===== config.mk =====
export PLATFORM = sky130hd
export DESIGN_NAME = neighbor_status_rate_table
export DESIGN_NICKNAME = d
export VERILOG_FILES = /design/src/hw/rtl/nsrt_pkg.sv /design/src/hw/rtl/nsrt_ctrl.sv /design/src/hw/rtl/nsrt_datapath.sv /design/src/hw/rtl/neighbor_status_rate_table.sv
export SDC_FILE = /design/constraint.sdc
export NUM_CORES = 2
export LEC_CHECK = 0
export ABC_CLOCK_PERIOD_IN_PS = 4910
export BUFFER_PORTS_ARGS = -buffer_cell sky130_fd_sc_hd__buf_2
export CELL_PAD_IN_SITES_DETAIL_PLACEMENT = 1
export CELL_PAD_IN_SITES_GLOBAL_PLACEMENT = 2
export CORE_MARGIN = 4
export CORE_UTILIZATION = 44
export DETAILED_ROUTE_END_ITERATION = 8
export PLACE_DENSITY_LB_ADDON = 0.1
export SETUP_SLACK_MARGIN = 0.2
export SLEW_MARGIN = 20
export SYNTH_ARGS = -nofsm -noshare
export SYNTH_HDL_FRONTEND = slang
export SYNTH_SLANG_ARGS = --single-unit

===== constraint.sdc =====
create_clock -name clk -period 4.91 [get_ports clk]
set_input_delay 0.982 -clock clk [delete_from_list [all_inputs] [get_ports clk]]
set_output_delay 0.982 -clock clk [all_outputs]
set_load 0.005 [all_outputs]

===== src/hw/rtl/nsrt_pkg.sv =====
// ----------------------------------------------------------------------------
// nsrt_pkg: shared types and constants for the neighbor status rate table
// Operation and status codes, controller states and the command and status
// bundles that join the controller to the datapath.
// ----------------------------------------------------------------------------
package nsrt_pkg;

  localparam int MAX_NEIGHBORS_DEF = 16;
  localparam int RATE_BITS_DEF     = 32;

  localparam int ID_W      = 16;
  localparam int IN_RATE_W = 32;
  localparam int LIMIT_W   = 32;
  localparam int TOTAL_W   = 36;
  localparam int STATUS_W  = 2;
  localparam int OP_W      = 3;
  localparam int LOWER_W   = 2;
  localparam int FLAGS_W   = 2;

  localparam logic [LIMIT_W-1:0] THRESHOLD_RESET = 32'hFFFF_FFFF;
  localparam logic [LOWER_W-1:0] LOWER_SAT       = 2'd2;
  localparam logic [FLAGS_W-1:0] FLAG_PUSHBACK   = 2'b01;
  localparam logic [FLAGS_W-1:0] FLAG_REFRESH    = 2'b10;

  typedef enum logic [OP_W-1:0] {
    OP_ADD         = 3'd0,
    OP_PUSHBACK    = 3'd1,
    OP_REFRESH     = 3'd2,
    OP_REGISTER    = 3'd3,
    OP_RESET       = 3'd4,
    OP_CONSOLIDATE = 3'd5
  } op_t;

  typedef enum logic [STATUS_W-1:0] {
    ST_OK             = 2'd0,
    ST_NOT_FOUND      = 2'd1,
    ST_FULL           = 2'd2,
    ST_NEVER_REPORTED = 2'd3
  } status_t;

  typedef enum logic [1:0] {
    S_IDLE,
    S_SCAN,
    S_DECIDE,
    S_RESP
  } state_t;

  typedef struct packed {
    op_t     op;
    status_t out_status;
    logic    load_in;
    logic    scan_start;
    logic    write_upd;
    logic    write_add;
    logic    clear_rep;
    logic    commit_cons;
    logic    load_out;
  } cmd_t;

  typedef struct packed {
    logic scan_done;
    logic hit;
    logic free_found;
    logic cons_err;
  } stat_t;

endpackage


===== src/hw/rtl/nsrt_ctrl.sv =====
// ----------------------------------------------------------------------------
// nsrt_ctrl: sequencer for the neighbor status rate table
// Accepts one beat at a time, runs the table scan, picks the action and the
// status code, and hands the result to the output register.
// ----------------------------------------------------------------------------
module nsrt_ctrl (
  input  logic             clk,
  input  logic             rst,
  input  logic             s_tvalid,
  output logic             s_tready,
  input  nsrt_pkg::op_t    s_op,
  output logic             m_tvalid,
  input  logic             m_tready,
  output nsrt_pkg::cmd_t   cmd,
  input  nsrt_pkg::stat_t  stat
);
  import nsrt_pkg::*;

  state_t  state, state_next;
  op_t     op_q;
  status_t status_q, status_next;
  logic    out_valid;
  logic    accept;

  always_ff @(posedge clk) begin
    if (rst) begin
      state     <= S_IDLE;
      out_valid <= 1'b0;
    end else begin
      state <= state_next;
      if (cmd.load_out) begin
        out_valid <= 1'b1;
      end else if (m_tready) begin
        out_valid <= 1'b0;
      end
    end
  end

  always_ff @(posedge clk) begin
    if (accept) begin
      op_q <= s_op;
    end
    if (state == S_DECIDE) begin
      status_q <= status_next;
    end
  end

  assign s_tready = (state == S_IDLE);
  assign accept   = s_tvalid && s_tready;
  assign m_tvalid = out_valid;

  always_comb begin
    state_next      = state;
    status_next     = ST_OK;
    cmd             = '0;
    cmd.op          = op_q;
    cmd.out_status  = status_q;
    case (state)
      S_IDLE: begin
        if (accept) begin
          cmd.load_in = 1'b1;
          case (s_op)
            OP_ADD, OP_PUSHBACK, OP_REFRESH, OP_REGISTER, OP_CONSOLIDATE: begin
              cmd.scan_start = 1'b1;
              state_next     = S_SCAN;
            end
            default: begin
              state_next = S_DECIDE;
            end
          endcase
        end
      end
      S_SCAN: begin
        if (stat.scan_done) begin
          state_next = S_DECIDE;
        end
      end
      S_DECIDE: begin
        state_next = S_RESP;
        case (op_q)
          OP_ADD: begin
            if (stat.hit) begin
              status_next = ST_OK;
            end else if (stat.free_found) begin
              cmd.write_add = 1'b1;
            end else begin
              status_next = ST_FULL;
            end
          end
          OP_PUSHBACK, OP_REFRESH, OP_REGISTER: begin
            if (stat.hit) begin
              cmd.write_upd = 1'b1;
            end else begin
              status_next = ST_NOT_FOUND;
            end
          end
          OP_RESET: begin
            cmd.clear_rep = 1'b1;
          end
          OP_CONSOLIDATE: begin
            if (stat.cons_err) begin
              status_next = ST_NEVER_REPORTED;
            end else begin
              cmd.commit_cons = 1'b1;
            end
          end
          default: begin
            status_next = ST_OK;
          end
        endcase
      end
      S_RESP: begin
        if (!out_valid || m_tready) begin
          cmd.load_out = 1'b1;
          state_next   = S_IDLE;
        end
      end
      default: begin
        state_next = S_IDLE;
      end
    endcase
  end

endmodule


===== src/hw/rtl/nsrt_datapath.sv =====
// ----------------------------------------------------------------------------
// nsrt_datapath: entry store, scan pipeline and update logic
// Entry fields sit in memories read one entry per cycle by the scan; valid,
// rate-known and reported bits are flip-flops cleared at reset.
// ----------------------------------------------------------------------------
module nsrt_datapath #(
  parameter int MAX_NEIGHBORS = 16,
  parameter int RATE_BITS     = 32
) (
  input  logic                           clk,
  input  logic                           rst,
  input  logic                           cfg_we,
  input  logic [nsrt_pkg::LIMIT_W-1:0]   cfg_wdata,
  input  logic [nsrt_pkg::ID_W-1:0]      in_id,
  input  logic [nsrt_pkg::IN_RATE_W-1:0] in_rate,
  input  logic [nsrt_pkg::LIMIT_W-1:0]   in_limit,
  input  nsrt_pkg::cmd_t                 cmd,
  output nsrt_pkg::stat_t                stat,
  output nsrt_pkg::status_t              out_status,
  output logic                           out_all,
  output logic [nsrt_pkg::TOTAL_W-1:0]   out_total
);
  import nsrt_pkg::*;

  localparam int IDX_W = (MAX_NEIGHBORS > 1) ? $clog2(MAX_NEIGHBORS) : 1;
  localparam int SUM_W = ((RATE_BITS > TOTAL_W) ? RATE_BITS : TOTAL_W) + 1;
  localparam logic [IDX_W-1:0]   LAST_IDX  = IDX_W'(MAX_NEIGHBORS - 1);
  localparam logic [TOTAL_W-1:0] TOTAL_MAX = '1;

  logic [LIMIT_W-1:0]   threshold;
  logic [ID_W-1:0]      id_q;
  logic [RATE_BITS-1:0] rate_q;
  logic [LIMIT_W-1:0]   limit_q;

  logic [ID_W-1:0]      mem_id    [MAX_NEIGHBORS];
  logic [LIMIT_W-1:0]   mem_limit [MAX_NEIGHBORS];
  logic [RATE_BITS-1:0] mem_rate  [MAX_NEIGHBORS];
  logic [LOWER_W-1:0]   mem_lower [MAX_NEIGHBORS];
  logic [FLAGS_W-1:0]   mem_flags [MAX_NEIGHBORS];

  logic [MAX_NEIGHBORS-1:0] valid, known, reported;

  logic [ID_W-1:0]      rd_id;
  logic [LIMIT_W-1:0]   rd_limit;
  logic [RATE_BITS-1:0] rd_rate;
  logic [LOWER_W-1:0]   rd_lower;
  logic [FLAGS_W-1:0]   rd_flags;

  logic [IDX_W-1:0] scan_idx, eval_idx;
  logic             scan_busy, eval_valid, eval_last;

  logic                 hit_q, free_q, err_q, all_q;
  logic [IDX_W-1:0]     hit_idx, free_idx;
  logic [LIMIT_W-1:0]   hit_limit;
  logic [RATE_BITS-1:0] hit_rate;
  logic [LOWER_W-1:0]   hit_lower;
  logic [FLAGS_W-1:0]   hit_flags;
  logic [TOTAL_W-1:0]   sum_q;

  logic                 all_reported_reg;
  logic [TOTAL_W-1:0]   total_rate_reg;

  logic is_find, is_cons, ev_ent, ev_known, ev_rep, ev_hit, ev_err, ev_stop;
  logic [SUM_W-1:0]     sum_add;
  logic [TOTAL_W-1:0]   sum_sat;

  logic [LIMIT_W-1:0]   upd_limit;
  logic [RATE_BITS-1:0] upd_rate, avg_rate;
  logic [LOWER_W-1:0]   upd_lower, lower_inc;
  logic [FLAGS_W-1:0]   upd_flags;

  // Configuration and input capture.
  always_ff @(posedge clk) begin
    if (rst) begin
      threshold <= THRESHOLD_RESET;
    end else if (cfg_we) begin
      threshold <= cfg_wdata;
    end
  end

  always_ff @(posedge clk) begin
    if (cmd.load_in) begin
      id_q    <= in_id;
      rate_q  <= RATE_BITS'(in_rate);
      limit_q <= in_limit;
    end
  end

  // Scan evaluation: one entry per cycle, in the cycle after its read address is issued.
  always_comb begin
    is_find  = (cmd.op == OP_ADD) || (cmd.op == OP_PUSHBACK) ||
               (cmd.op == OP_REFRESH) || (cmd.op == OP_REGISTER);
    is_cons  = (cmd.op == OP_CONSOLIDATE);
    ev_ent   = valid[eval_idx];
    ev_known = known[eval_idx];
    ev_rep   = reported[eval_idx];
    ev_hit   = eval_valid && is_find && ev_ent && (rd_id == id_q);
    ev_err   = eval_valid && is_cons && ev_ent && !ev_rep && !ev_known;
    ev_stop  = ev_hit || ev_err;
    sum_add  = SUM_W'(sum_q) + SUM_W'(rd_rate);
    sum_sat  = (sum_add > SUM_W'(TOTAL_MAX)) ? TOTAL_MAX : sum_add[TOTAL_W-1:0];
  end

  assign stat.scan_done  = eval_valid && (eval_last || ev_stop);
  assign stat.hit        = hit_q;
  assign stat.free_found = free_q;
  assign stat.cons_err   = err_q;

  always_ff @(posedge clk) begin
    if (rst) begin
      scan_busy  <= 1'b0;
      eval_valid <= 1'b0;
    end else if (cmd.scan_start) begin
      scan_busy  <= 1'b1;
      eval_valid <= 1'b0;
    end else begin
      eval_valid <= scan_busy && !ev_stop;
      if (ev_stop || (scan_busy && (scan_idx == LAST_IDX))) begin
        scan_busy <= 1'b0;
      end
    end
  end

  always_ff @(posedge clk) begin
    if (cmd.scan_start) begin
      scan_idx <= '0;
    end else if (scan_busy && (scan_idx != LAST_IDX)) begin
      scan_idx <= scan_idx + 1'b1;
    end
    eval_idx  <= scan_idx;
    eval_last <= (scan_idx == LAST_IDX);
  end

  always_ff @(posedge clk) begin
    if (cmd.scan_start) begin
      hit_q  <= 1'b0;
      free_q <= 1'b0;
      err_q  <= 1'b0;
      all_q  <= 1'b1;
      sum_q  <= '0;
    end else if (eval_valid) begin
      if (ev_hit) begin
        hit_q     <= 1'b1;
        hit_idx   <= eval_idx;
        hit_limit <= rd_limit;
        hit_rate  <= rd_rate;
        hit_lower <= rd_lower;
        hit_flags <= rd_flags;
      end
      if (ev_err) begin
        err_q <= 1'b1;
      end
      if (is_find && !ev_ent && !free_q) begin
        free_q   <= 1'b1;
        free_idx <= eval_idx;
      end
      if (is_cons && ev_ent && !ev_err) begin
        if (!ev_rep) begin
          all_q <= 1'b0;
        end
        if (ev_known) begin
          sum_q <= sum_sat;
        end
      end
    end
  end

  // New field values for a pushback, refresh or status report on the hit entry.
  always_comb begin
    avg_rate  = (hit_rate >> 1) + (rate_q >> 1) +
                RATE_BITS'(hit_rate[0] & rate_q[0]);
    lower_inc = (hit_lower < LOWER_SAT) ? hit_lower + 1'b1 : hit_lower;
    upd_limit = hit_limit;
    upd_rate  = hit_rate;
    upd_lower = hit_lower;
    upd_flags = hit_flags;
    case (cmd.op)
      OP_PUSHBACK: begin
        upd_flags = hit_flags | FLAG_PUSHBACK;
        upd_limit = limit_q;
        upd_rate  = rate_q;
      end
      OP_REFRESH: begin
        upd_flags = hit_flags | FLAG_REFRESH;
        upd_limit = limit_q;
      end
      OP_REGISTER: begin
        if ((hit_limit < threshold) || !known[hit_idx] || (rate_q >= hit_rate)) begin
          upd_rate  = rate_q;
          upd_lower = '0;
        end else begin
          upd_lower = lower_inc;
          if (lower_inc >= LOWER_SAT) begin
            upd_rate = avg_rate;
          end
        end
      end
      default: begin
        upd_flags = hit_flags;
      end
    endcase
  end

  // Entry memories: one write port, one registered read port at the scan address.
  always_ff @(posedge clk) begin
    if (cmd.write_upd) begin
      mem_limit[hit_idx] <= upd_limit;
      mem_rate[hit_idx]  <= upd_rate;
      mem_lower[hit_idx] <= upd_lower;
      mem_flags[hit_idx] <= upd_flags;
    end else if (cmd.write_add) begin
      mem_id[free_idx]    <= id_q;
      mem_limit[free_idx] <= '0;
      mem_rate[free_idx]  <= '0;
      mem_lower[free_idx] <= '0;
      mem_flags[free_idx] <= '0;
    end
    rd_id    <= mem_id[scan_idx];
    rd_limit <= mem_limit[scan_idx];
    rd_rate  <= mem_rate[scan_idx];
    rd_lower <= mem_lower[scan_idx];
    rd_flags <= mem_flags[scan_idx];
  end

  always_ff @(posedge clk) begin
    if (rst) begin
      valid            <= '0;
      known            <= '0;
      reported         <= '0;
      all_reported_reg <= 1'b0;
      total_rate_reg   <= '0;
    end else begin
      if (cmd.write_add) begin
        valid[free_idx]    <= 1'b1;
        known[free_idx]    <= 1'b0;
        reported[free_idx] <= 1'b0;
      end
      if (cmd.write_upd) begin
        if ((cmd.op == OP_PUSHBACK) || (cmd.op == OP_REGISTER)) begin
          known[hit_idx] <= 1'b1;
        end
        if (cmd.op == OP_REGISTER) begin
          reported[hit_idx] <= 1'b1;
        end
      end
      if (cmd.clear_rep) begin
        reported <= '0;
      end
      if (cmd.commit_cons) begin
        all_reported_reg <= all_q;
        total_rate_reg   <= sum_q;
      end
    end
  end

  always_ff @(posedge clk) begin
    if (cmd.load_out) begin
      out_status <= cmd.out_status;
      out_all    <= all_reported_reg;
      out_total  <= total_rate_reg;
    end
  end

endmodule


===== src/hw/rtl/neighbor_status_rate_table.sv =====
// ----------------------------------------------------------------------------
// neighbor_status_rate_table: upstream neighbor table for rate pushback
// Keeps per-neighbor limits and status rates and consolidates a status round.
// ----------------------------------------------------------------------------
// Each input beat on the s_ channel carries one operation in s_tuser and its
// operands in s_tdata; each one gives exactly one result beat on m_, with the
// status code and the all-reported flag and total rate of the last good
// consolidate. The limit threshold is written through cfg_we/cfg_wdata, by
// the user only while the block is idle; the block does not enforce this.
// One beat is handled at a time. Operations that search the table (add,
// pushback, refresh, register, consolidate) run a scan that reads one entry
// per cycle from the entry memory and stops early when a lookup hits or a
// consolidate meets a never-reported entry. Reset status and unused codes
// skip the scan and go straight to the decision. The next beat is taken
// the cycle after the result is placed in the output register, so no new
// beat is accepted while the previous one is still in the engine.
// Reset empties the table at once: valid, rate-known and reported bits are
// flip-flops, while the entry fields in memory stay undefined until written.
// A stalled receiver holds the result in the output register; one finished
// operation can wait there while the next beat is accepted and processed.
module neighbor_status_rate_table #(
  parameter int MAX_NEIGHBORS = nsrt_pkg::MAX_NEIGHBORS_DEF,
  parameter int RATE_BITS     = nsrt_pkg::RATE_BITS_DEF
) (
  input  logic        clk,
  input  logic        rst,
  input  logic        cfg_we,
  input  logic [31:0] cfg_wdata,    // limit_threshold
  input  logic        s_tvalid,
  output logic        s_tready,
  input  logic [79:0] s_tdata,      // neighbor_id[15:0], rate_value[47:16], limit_value[79:48]
  input  logic [2:0]  s_tuser,      // operation[2:0]
  output logic        m_tvalid,
  input  logic        m_tready,
  output logic [39:0] m_tdata       // status[1:0], all_reported[2], total_rate[38:3], zero[39]
);
  import nsrt_pkg::*;

  cmd_t    cmd;
  stat_t   stat;
  status_t out_status;
  logic    out_all;
  logic [TOTAL_W-1:0] out_total;

  nsrt_ctrl u_ctrl (
    .clk      (clk),
    .rst      (rst),
    .s_tvalid (s_tvalid),
    .s_tready (s_tready),
    .s_op     (op_t'(s_tuser)),
    .m_tvalid (m_tvalid),
    .m_tready (m_tready),
    .cmd      (cmd),
    .stat     (stat)
  );

  nsrt_datapath #(
    .MAX_NEIGHBORS (MAX_NEIGHBORS),
    .RATE_BITS     (RATE_BITS)
  ) u_datapath (
    .clk        (clk),
    .rst        (rst),
    .cfg_we     (cfg_we),
    .cfg_wdata  (cfg_wdata),
    .in_id      (s_tdata[15:0]),
    .in_rate    (s_tdata[47:16]),
    .in_limit   (s_tdata[79:48]),
    .cmd        (cmd),
    .stat       (stat),
    .out_status (out_status),
    .out_all    (out_all),
    .out_total  (out_total)
  );

  assign m_tdata = {1'b0, out_total, out_all, out_status};

endmodule


==> run metrics <==
run status=completed; syn_nets=4,084; area grow syn2layout=15.33%; sequential fraction of the synthesis area=0.7229; Setup TNS=0 ns; Gate Count Post-Synth=3,829; critical path arrival=4.87 ns; Residual DRC=0; placed inst area=73,990 µm²; vias per cell=5.774; async set-reset flop share out of synthesis=0; clock root cell=clkbuf_16; initial drt markers=3,255; Leakage=26.76 nW; Max IR drop VDD=371.8 µV; first-pass GRT wire length=269,200 µm; via count=36,620; FMAX=227.0 MHz; fin crit share=0.8973; fin crit period=4.406 ns; CTS tree=built; Max-slew headroom=0.2510; average wire per standard cell=29.14 µm; GP Congestion=0.7962; synth top area cells=edfxtp_1 65%, mux4_2 14%, dfxtp_1 7.3%; gr ovfl total=0; post-DP HPWL=106,300 µm; antenna violations before repair=6; Critical Path RT=5.37 ns; Post-synth EDFFs=1,510; pin count of the biggest net entering global routing=71; Antenna Violating Nets Remaining=0; Hold WC Path Type=input port to flip-flop; biggest regs=u_datapath.mem_limit (512), u_datapath.mem_rate (512), u_datapath.mem_id (256); PwrDens=495.2 nW/µm²; slew at the pin closest to its max-slew limit=1.123 ns; Cell Area, Synth=69,730 µm²; Non-Filler Instances=6,341; endpoints failing hold=0; Routed WL=184,800 µm; critical path class=flip-flop to flip-flop; DIE AREA=164,900 µm²; Synth Register Bits=1,763; Total GRT Usage=0.2260; number of warnings issued by yosys=0; Inst Count DP=5,987; largest area contributor in the netlist=edfxtp_1; clk_skew=0.02943 ns; CTS Buf Count=185; Final Cell Area=80,420 µm²; vias in the first global route=38,320; CTS clock-pin slew for the worst setup and hold paths=0.06 ns; effective utilization at floorplan=0.4443; # rows=145; clk sink count=1,763; final setup violation count=0; Final nets=4,373; Max-cap violations=0; Max FO, Critical Path=25; DR pass1 iterations=5; Yosys cell types=82; H-tree level count=4; setup bufs post-CTS=0; clock buffer depth=3; Worst-Skew Late Latency=0.82 ns; Die W=406.1 µm; Max Slew Vio Count=0; Core ar.=156,900 µm²; CP Launch Type=flip-flop; Die Ht=406.1 µm; I/O Buffers=160; Total Power=39.82 mW; # IOs=162; top cell type's share of synthesized area=0.6503; CP Capture Type=flip-flop; RSZ-0062 raised after global routing=no; layout cell share with drive strength beyond 1=0.2529; syn_area_per_cell=18.21 µm²; Most used DFF post-synth=edfxtp_1
-- path summary, 6_finish.rpt --
check                               startpoint                              endpoint  slack (ns)  cells past startpoint
max          u_datapath.hit_rate[10]$_DFFE_PP_  u_datapath.mem_rate[15][7]$_DFFE_PP_        0.50                     14
min                                 s_tdata[6]          u_datapath.id_q[6]$_DFFE_PP_        0.33                      1
max reg2reg  u_datapath.hit_rate[10]$_DFFE_PP_  u_datapath.mem_rate[15][7]$_DFFE_PP_        0.50                     14
min reg2reg    u_datapath.rd_limit[24]$_DFF_P_    u_datapath.hit_limit[24]$_DFFE_PP_        0.40                      0
-- per-stage QoR --
stage               setup slack [ns]  hold WS [ns]    util
finish                        0.5042        0.3332  0.5124
global route                  0.2107        0.2746  0.5124
CTS                           0.2186        0.2590  0.5116
detailed placement            0.1528        0.3902  0.4715
global placement              0.2168        0.3862  0.4715
floorplan                   -0.07283        0.3290       -
-- power breakdown --
group,switching [mW],internal [mW]
combinational,3.73,3.47
clock,5.96,8.31
sequential,0.817,17.5
-- per-layer routing --
metal	track usage	wire [µm]	vias up	share of wire
met1	0.3311	83350	19560	0.45
met3	0.03641	9831	216	0.053
met4	0.05300	3675	0	0.020
met5	0	0	-	0
li1	-	-	15860	-
met2	0.3590	87910	985	0.48
-- cells in the final DEF (no fill, tap or decap), types with 16 or more instances in the layout --
cell type | netlist | final
nor3_1 | 24 | 23
nand3_1 | 22 | 22
clkbuf_16 | 0 | 187
clkbuf_8 | 0 | 27
o21ai_0 | 81 | 81
a21o_1 | 42 | 42
nand2b_1 | 20 | 19
dfxtp_1 | 253 | 249
clkbuf_1 | 131 | 57
ha_1 | 132 | 132
edfxtp_1 | 1510 | 1510
o22ai_1 | 16 | 16
nor2_4 | 0 | 16
buf_2 | 10 | 160
mux4_2 | 429 | 429
o211ai_1 | 39 | 39
a21oi_1 | 165 | 141
xnor2_1 | 42 | 42
nand2_1 | 248 | 248
a21oi_2 | 1 | 25
mux2i_1 | 16 | 16
nor2_1 | 182 | 164
buf_12 | 0 | 41
xor2_1 | 32 | 32
a22oi_1 | 33 | 33
clkinv_2 | 0 | 26
inv_1 | 123 | 120
a31oi_1 | 30 | 30
buf_4 | 3 | 83
-- synth_stat cells (13+ instances only) --
master and count:
a211oi_1 13, nand2b_1 20, xor2_1 32, o22ai_1 16
xnor2_1 42, a22oi_1 33, inv_1 123, o211ai_1 39
nand2_1 248, and2_1 13, a21oi_1 165, mux4_2 429
a31oi_1 30, nor2b_1 17, buf_1 36, edfxtp_1 1510
dfxtp_1 253, nand3_1 22, nand4_1 15, o21ai_0 81
nor2_1 182, mux2i_1 16, a21o_1 42, clkbuf_1 131
ha_1 132, nor3_1 24
-- kinds of logic after synthesis --
family                   after synthesis  synth area share
adder cells (fa/ha/maj)              135           0.02455
AND/OR/NAND/NOR                      590           0.03763
flip-flops                          1763            0.7229
multiplexers                         448            0.1413
AO/OA/AOI/OAI                        511           0.04710
other                                  1        0.00005378
XOR/XNOR                              74          0.009295
buffers and inverters                307           0.01710
-- final cells by class --
type / instances / area (µm²)
Antenna cell: 1 / 2.502
Tap cell: 2058 / 2575
Clock buffer: 271 / 5265
Sequential cell: 1763 / 50420
Fill cell: 14210 / 76510
Clock inverter: 80 / 1032
Inverter: 124 / 465.4
Timing Repair Buffer: 285 / 2252
Multi-Input combinational cell: 1759 / 18400
-- critical path, stage by stage (launching register included) --
cell	delay, ns
edfxtp_1	0.40
inv_1	0.06
ha_1	0.34
a21o_1	0.18
a211o_1	0.32
a211oi_1	0.22
o21ai_0	0.18
a21o_1	0.21
a21oi_1	0.33
o31a_2	0.27
buf_12	0.23
nand2b_1	0.27
buf_4	0.18
o21ai_0	0.07
nor2_1	0.77
-- repair_timing --
item / in CTS / in global routing
endpoints found under the setup margin: 16 / 16
resized for setup: 1 / 2
hold buffers: 0 / 0
Power figures use the tool's default switching activity.
